`src/rtl/mp2a_pkg.sv`:
```
// Shared types and constants for the max pooling with argmax block.
// No dependencies.
`timescale 1ns / 1ps

package mp2a_pkg;

  localparam int DATA_W    = 16;
  localparam int IDX_W     = 24;
  localparam int CFG_W     = 9;
  localparam int CFG_IDX_W = 3;
  localparam int WIN_W     = 3;
  localparam int GEOM_W    = 9;
  localparam int PH_W      = 2;

  localparam logic [WIN_W-1:0]  STEP_MAX        = 3'd4;
  localparam logic [WIN_W-1:0]  WINDOW_SIZE_RST = 3'd2;
  localparam logic [WIN_W-1:0]  STEP_RST        = 3'd2;
  localparam logic [GEOM_W-1:0] ROWS_RST        = 9'd32;
  localparam logic [GEOM_W-1:0] COLS_RST        = 9'd32;
  localparam logic [GEOM_W-1:0] PLANE_COUNT_RST = 9'd3;

  typedef enum logic [CFG_IDX_W-1:0] {
    REG_WINDOW_SIZE = 3'd0,
    REG_STEP        = 3'd1,
    REG_ROWS        = 3'd2,
    REG_COLS        = 3'd3,
    REG_PLANE_COUNT = 3'd4
  } cfg_reg_t;

  typedef enum logic [2:0] {
    ST_IDLE,
    ST_SETUP,
    ST_SCAN,
    ST_DRAIN,
    ST_OUT
  } state_t;

  // Qualifies one line store read on its way to the compare unit.
  typedef struct packed {
    logic valid;
    logic first;
  } scan_ctl_t;

endpackage

```
`src/rtl/mp2a_argmax_unit.sv`:
```
// Shared compare unit: running maximum and its flat index over one window scan.
// Uses mp2a_pkg for widths and the scan control struct.
`timescale 1ns / 1ps

module mp2a_argmax_unit
  import mp2a_pkg::*;
(
  input  logic                     clk,
  input  scan_ctl_t                ctl,
  input  logic signed [DATA_W-1:0] value,
  input  logic [IDX_W-1:0]         index,
  output logic signed [DATA_W-1:0] best_value,
  output logic [IDX_W-1:0]         best_index
);

  // Strict greater-than keeps the first maximum; the first entry always seeds.
  always_ff @(posedge clk) begin
    if (ctl.valid && (ctl.first || value > best_value)) begin
      best_value <= value;
      best_index <= index;
    end
  end

endmodule

```
`config.mk`:
```
export PLATFORM = sky130hd
export DESIGN_NAME = mp2a_argmax_unit
export DESIGN_NICKNAME = d
export VERILOG_FILES = /design/src/rtl/mp2a_pkg.sv /design/src/rtl/mp2a_argmax_unit.sv
export SDC_FILE = /design/constraint.sdc
export NUM_CORES = 1
export LEC_CHECK = 0
export BUFFER_PORTS_ARGS = -buffer_cell sky130_fd_sc_hd__buf_2
export CORE_ASPECT_RATIO = 1.5
export CORE_MARGIN = 2
export CORE_UTILIZATION = 35
export CTS_BUF_LIST = sky130_fd_sc_hd__clkbuf_2 sky130_fd_sc_hd__clkbuf_4 sky130_fd_sc_hd__clkbuf_8
export DETAILED_ROUTE_END_ITERATION = 10
export GPL_TIMING_DRIVEN = 0
export SLEW_MARGIN = 10
export SYNTH_ARGS = -nofsm -noshare
export SYNTH_HDL_FRONTEND = slang
export SYNTH_SLANG_ARGS = --single-unit
```
`constraint.sdc`:
```
create_clock -name clk -period 7.9 [get_ports clk]
set_input_delay 1.58 -clock clk [delete_from_list [all_inputs] [get_ports clk]]
set_output_delay 1.58 -clock clk [all_outputs]
set_load 0.05 [all_outputs]
```
* Word-level counts from Yosys, hierarchy flattened
Index checks and enable logic that the tools add are counted.
** Operators by class
- $lt $le $gt $ge :: 1
- Reductions and logical operators :: 2
** Operator list (number)
- 16-bit greater-than comparator :: 1
- 1-bit logical AND :: 1
- 1-bit logical OR :: 1
** Word-level totals
- Register bits :: 40
- Input port bits :: 43
- Output and inout port bits :: 40
- Logic and storage cells :: 5

* Depth between registers and ports, before layout
Gate-level depths: netlist of the first run.
- Depth in word-level cells :: 3
- Mapped depth :: 7
- Mapped depth without buffers :: 7

* Least setup slack after synthesis of the first run
Ideal clock, no wire load.
- Kind :: input to register
- From :: input port value[9]
- To :: register best_index[0], enable pin
- Library setup time :: 0.634 ns
- Arrival time :: 3.815 ns
- Required time :: 7.266 ns
- Slack :: 3.451 ns
- Stages on the path :: 6
- Buffers on the path :: 0
- Cells stage by stage :: ha_1 -> a21o_1 -> a221o_1 -> a221o_1 -> a32oi_1 -> nand3_1
** On the way
- Longest elaborated chain between the ends :: 3
** Ends and longest elaborated chain
- start, declared :: line mp2a_argmax_unit.sv:10 : input logic signed [DATA_W-1:0] value,
- 16-bit greater-than comparator :: line mp2a_argmax_unit.sv:18 : if (ctl.valid && (ctl.first || value > best_value)) begin
- 1-bit logical OR :: line mp2a_argmax_unit.sv:18
- 1-bit logical AND :: line mp2a_argmax_unit.sv:18
- end signal, assigned :: line mp2a_argmax_unit.sv:20 : best_index <= index;
- end, declared :: line mp2a_argmax_unit.sv:13 : output logic [IDX_W-1:0] best_index
No other way between the ends.
A chain may end at the register's enable or synchronous reset.

* Worst setup path in the final report of the first run
- From :: input port value[9]
- To :: register best_index[23], enable pin
The elaborated chain is that of the path after synthesis.

==> key figures, run 1 <==
Yosys
  – Library cells used by synthesis: 17
  – Synth area leaders: edfxtp_1 (74%), ha_1 (12%), inv_1 (3.7%)
  – Asr flop ratio synth: 0
  – Syn avg cell area: 17.0 um2
  – Yosys Warn Count: 0
  – Top cells by count, synth: edfxtp_1 (40), ha_1 (16), inv_1 (16), nand3_1 (4), a21o_1 (3)
  – Top-count cell post-synth: edfxtp_1
  – Register area share after synthesis: 0.738
  – Ys flop type: edfxtp_1
  – Post-synth top area share: 0.738
  – Post-synth top area cell: edfxtp_1
  – Syn Nets: 155
  – Mapped Cells: 96
  – Number of synthesized flops with an enable pin: 40
  – Post-synthesis register bit count: 40
  – Syn Std Cell Area: 1630 um2

Global route
  – Largest net degree at the start of global routing: 33
  – GR Overflow Total: 0
  – Global-route wire length before repair: 4890 um
  – Gr usage total: 0.125
  – Initial antenna violation count: 0
  – Vias in the first global route: 1170

Clock network
  – Hold_buf cts: 0
  – Clock Sinks: 40
  – H-tree Lvls: 2
  – Clk buf depth: 2
  – Worst-Skew Late Latency: 0.28 ns
  – CTS buffer count: 5
  – Root Driver: clkbuf_8
  – CTS tree: built
  – Setup bufs post-CTS: 0
  – Post-CTS sizing: 0
  – CTS clk-pin slew, worst paths: 0.07 ns

Drt
  – Vias: 1115
  – Drt pass-1 iters: 4
  – DRC viols: 0
  – Iter 0 DRT Violations: 22
  – Routed Wire Length: 3060 um
  – Routed WL per cell: 13.0 um
  – DR vias/cell: 4.74
  – Antenna Nets Post-Route: 0

Layout
  – Final nets: 245
  – Fin cells: 235
  – Fillers: 416
  – Synth-to-layout area growth: 37.3%
  – Layout cell share with drive strength beyond 1: 0.492
  – Inserted Diodes: 0

Timing
  – Clock period minus worst slack: 3.76 ns
  – FMAX: 266 MHz
  – Final number of setup-violating endpoints: 0
  – Final period util: 0.476
  – Final hold vios: 0
  – RSZ-0062 raised after global routing: no
  – Worst rel slew slack: 0.811
  – Final Max Slew Viols: 0
  – Setup total negative slack: 0 ns
  – Slew @ Worst Pin: 0.283 ns
  – Clk_skew: 0.00438 ns

Min path
  – HP Start: best_value[15]
  – HP Class: reg -> reg

Pwr
  – VDD IR max: 0.0000681 V
  – LEAKAGE: 1.06 nW
  – Cell Pwr Density: 266 nW/um2

Floorplan
  – IO Count: 83
  – Die Wd: 59.7 um
  – Die span in y: 87.5 um
  – Initial core utilization: 0.361
  – Die ar.: 5220 um2
  – Core area: 4500 um2
  – Site Rows: 30

Place
  – Gp weighted congestion: 0.680
  – Port Buf Inserts: 82
  – HPWL Detailed: 2450 um
  – Post-placement cell count: 227

Run status
  – Outcome: complete, no violations

Critical path
  – Worst Setup Path Type: in -> reg
  – Critical path launch point type: input port
  – Worst Setup End Kind: register
  – CP required: 7.88 ns
  – Crit Path Max Fanout: 32
  – Worst R2R Start: best_value[9]
  – Crit path DAT: 3.74 ns
  – Crit. Startpoint: value[9]

Run
  – Max_cap viols: 0
[cell usage in the layout (no fill, tap or decap)]
cell type,synthesis,layout
a21o_1,3,3
a21oi_1,2,2
a221o_1,2,2
a31oi_1,1,1
a32oi_1,2,2
and2_0,1,1
and4_1,2,2
buf_12,0,1
buf_2,0,82
bufinv_16,0,1
clkbuf_4,0,1
clkbuf_8,0,5
clkinv_2,0,1
edfxtp_1,40,40
ha_1,16,16
inv_1,16,16
nand2_1,2,2
nand3_1,4,3
nand3_2,0,1
nand4_1,1,1
nor2b_1,1,1
o2111ai_1,1,1
o31a_1,1,1
or3b_1,1,1
[flip-flops by register name (all words and copies together) (netlist names)]
| register | flops |
|---|---|
| best_index | 24 |
| best_value | 16 |
[worst max-delay path, stage by stage]
cell	delay, ns
buf_2	0.11
ha_1	0.30
a21o_1	0.18
a221o_1	0.32
a221o_1	0.37
or3b_1	0.39
nand3_2	0.23
buf_12	0.25
[cell type report]
cell class	count	area [um2]	share of cell area
Inverter	16	60.1	0.0269
Multi-Input combinational cell	40	372	0.166
Sequential cell	40	1200	0.538
Tap cell	48	60.1	0.0269
Clock buffer	6	76.3	0.0342
Timing Repair Buffer	83	430	0.193
Clock inverter	2	35.0	0.0157
[per-stage QoR]
stage | instance area [um2] | hold WS [ns] | util | power [mW] | setup slack (ns)
final | 2230 | 1.18 | 0.496 | 0.594 | 4.14
after global routing | 2230 | 1.31 | 0.496 | 0.622 | 4.00
after CTS | 2230 | 1.22 | 0.496 | 0.603 | 4.12
after detailed placement | 2120 | 1.19 | 0.471 | 0.438 | 3.83
after global placement | 2100 | 1.76 | 0.466 | 0.433 | 2.85
after floorplan | 1630 | 1.68 | - | 0.393 | 3.45
[power breakdown]
| part | internal, mW | switching, mW | total (mW) | leakage [nW] |
|---|---|---|---|---|
| Sequential | 0.265 | 0.00692 | 0.272 | 0.387 |
| Combinational | 0.0394 | 0.120 | 0.159 | 0.612 |
| Clock | 0.0971 | 0.0656 | 0.163 | 0.0586 |
| Total | 0.401 | 0.192 | 0.594 | 1.06 |
[cells by family after synthesis]
| family | synth area share |
|---|---|
| DFF | 0.738 |
| buffers and inverters | 0.0369 |
| adders and majority gates | 0.123 |
| AOI/OAI and AO/OA | 0.0577 |
| and+or+nand+nor | 0.0446 |
[final timing paths]
kind,end,cells after the start,slack (ns)
setup / recovery,best_index[23],8,4.14
hold / removal,best_value[15],4,1.18
setup reg to reg,best_index[23],8,5.15
hold reg to reg,best_value[15],4,1.18
[per-layer routing]
| layer | GRT usage | part of all wire | vias up |
|---|---|---|---|
| met5 | 0 | 0 | - |
| met4 | 0.0788 | 0.032 | 0 |
| met3 | 0.0371 | 0.072 | 8 |
| met2 | 0.219 | 0.54 | 47 |
| met1 | 0.124 | 0.35 | 514 |
| li1 | - | - | 546 |
No activity file was read; power rests on OpenSTA's default activity.
==> inputs of run 2 (changes only) <==
- PLACE_DENSITY: not set -> 0.67
- clock period: 7.9 -> 3.1 ns (I/O delays scaled with it)
==> key figures, run 2 (synthesized netlist as in run 1, its figures left out) <==
Clock network
  – Root Driver: clkbuf_8
  – Post-CTS sizing: 0
  – Hold_buf cts: 0
  – Setup bufs post-CTS: 0
  – Clock Sinks: 40
  – H-tree Lvls: 2
  – Worst-Skew Late Latency: 0.29 ns
  – CTS clk-pin slew, worst paths: 0.08 ns
  – CTS tree: built
  – Clk buf depth: 2
  – CTS buffer count: 5

Min path
  – HP Class: in -> reg
  – Worst hold stages: 1
  – HP Start: index[12]

Timing
  – Final period util: 0.912
  – FMAX: 354 MHz
  – Clk_skew: 0.00392 ns
  – Hold WS: 0.499 ns
  – Slew @ Worst Pin: 0.569 ns
  – Final hold vios: 0
  – Final Max Slew Viols: 0
  – Final number of setup-violating endpoints: 0
  – RSZ-0062 raised after global routing: no
  – Clock period minus worst slack: 2.83 ns
  – Worst rel slew slack: 0.621

Critical path
  – FF-to-FF path depth: 7
  – Worst R2R Start: best_value[9]
  – Crit Path Max Fanout: 40
  – Crit path DAT: 2.69 ns
  – Worst Setup End Kind: register
  – Crit. Startpoint: value[9]
  – CP required: 2.97 ns
  – Critical path launch point type: input port
  – Worst Setup Path Type: in -> reg

Global route
  – Initial antenna violation count: 0
  – GR Overflow Total: 0
  – Largest net degree at the start of global routing: 41
  – Gr usage total: 0.131
  – Vias in the first global route: 1079
  – Global-route wire length before repair: 4930 um

Pwr
  – Reg power frac: 0.458
  – VDD IR max: 0.000234 V
  – Switching Share: 0.335
  – Power share of the clock group: 0.279
  – LEAKAGE: 1.05 nW
  – NetSw: 507 uW
  – Cell Pwr Density: 681 nW/um2
  – Combinational share of power: 0.263
  – Int Pwr: 1.01 mW

Drt
  – Iter 0 DRT Violations: 25
  – Antenna Nets Post-Route: 0
  – DR vias/cell: 4.66
  – Drt pass-1 iters: 3
  – Routed WL per cell: 13.8 um
  – Routed Wire Length: 3230 um
  – DRC viols: 0
  – Vias: 1091

Place
  – Post-DP Area: 2110 um2
  – Post-placement cell count: 226
  – Port Buf Inserts: 82
  – Gp weighted congestion: 0.727
  – HPWL Detailed: 2520 um

Floorplan
  – Die span in y: 87.5 um
  – Die Wd: 59.7 um
  – Core area: 4500 um2
  – Site Rows: 30
  – IO Count: 83
  – Initial core utilization: 0.361
  – Die ar.: 5220 um2

Run
  – Max_cap viols: 0

Layout
  – Most common cell after layout, fill and taps aside: buf_2
  – Multi-input combinational cell area: 379 um2
  – Final nets: 244
  – Fin cells: 234
  – Largest regs: best_index: 24 flops, best_value: 16 flops
  – Biggest register: best_index
  – Fillers: 427
  – Inserted Diodes: 0
  – Final instance area: 2220 um2
  – Sequential cell area: 1200 um2
  – Layout cell share with drive strength beyond 1: 0.484
  – Commonest cells after routing, fill and taps aside: buf_2 (82), edfxtp_1 (40), inv_1 (16), ha_1 (16), clkbuf_8 (5)
  – Synth-to-layout area growth: 36.5%
  – Max reg flops: 24

Run status
  – Outcome: complete, no violations
run 2: power by group through the flow:
| stage | Sequential (mW) | Clock, mW | Combinational (mW) |
|---|---|---|---|
| floorplan | 0.916 | 0 | 0.0861 |
| global placement | 0.704 | 0 | 0.399 |
| detailed placement | 0.707 | 0 | 0.404 |
| CTS | 0.695 | 0.440 | 0.405 |
| global route | 0.701 | 0.454 | 0.427 |
| finish | 0.694 | 0.422 | 0.399 |
run 2: final cells by class:
| class | count | area share |
|---|---|---|
| clock buffers | 5 | 0.0310 |
| flip-flops and latches | 40 | 0.541 |
| repair buffers | 82 | 0.185 |
| well taps | 48 | 0.0270 |
| multi-input cells | 40 | 0.171 |
| inverters | 16 | 0.0270 |
| clock inverters | 3 | 0.0191 |
run 2: worst paths after layout:
path / endpoint / slack [ns]
setup / recovery: best_value[8] / 0.27
hold reg to reg: best_value[14] / 1.47
hold / removal: best_index[12] / 0.50
setup reg to reg: best_value[8] / 0.33
run 2: worst max-delay path: stages:
cell	delay (ns)
buf_2	0.11
ha_1	0.31
a21o_1	0.18
a221o_1	0.31
a221o_1	0.37
a32oi_1	0.29
nand3_4	0.47
run 2: through the flow:
stage                      util  power (mW)  TNS (ns)  setup slack, ns
after floorplan               -        1.00         0            0.190
after global placement    0.469        1.10    -0.401          -0.0119
after detailed placement  0.469        1.11     -2.01          -0.0522
after CTS                 0.493        1.54         0            0.261
after global routing      0.493        1.58         0            0.131
final                     0.493        1.51         0            0.274
run 2: layer usage:
metal	global-route usage	share of wire	vias to the layer above
li1	-	-	546
met3	0.0312	0.045	5
met2	0.221	0.58	34
met4	0.0788	0.020	0
met5	0	0	-
met1	0.145	0.36	506
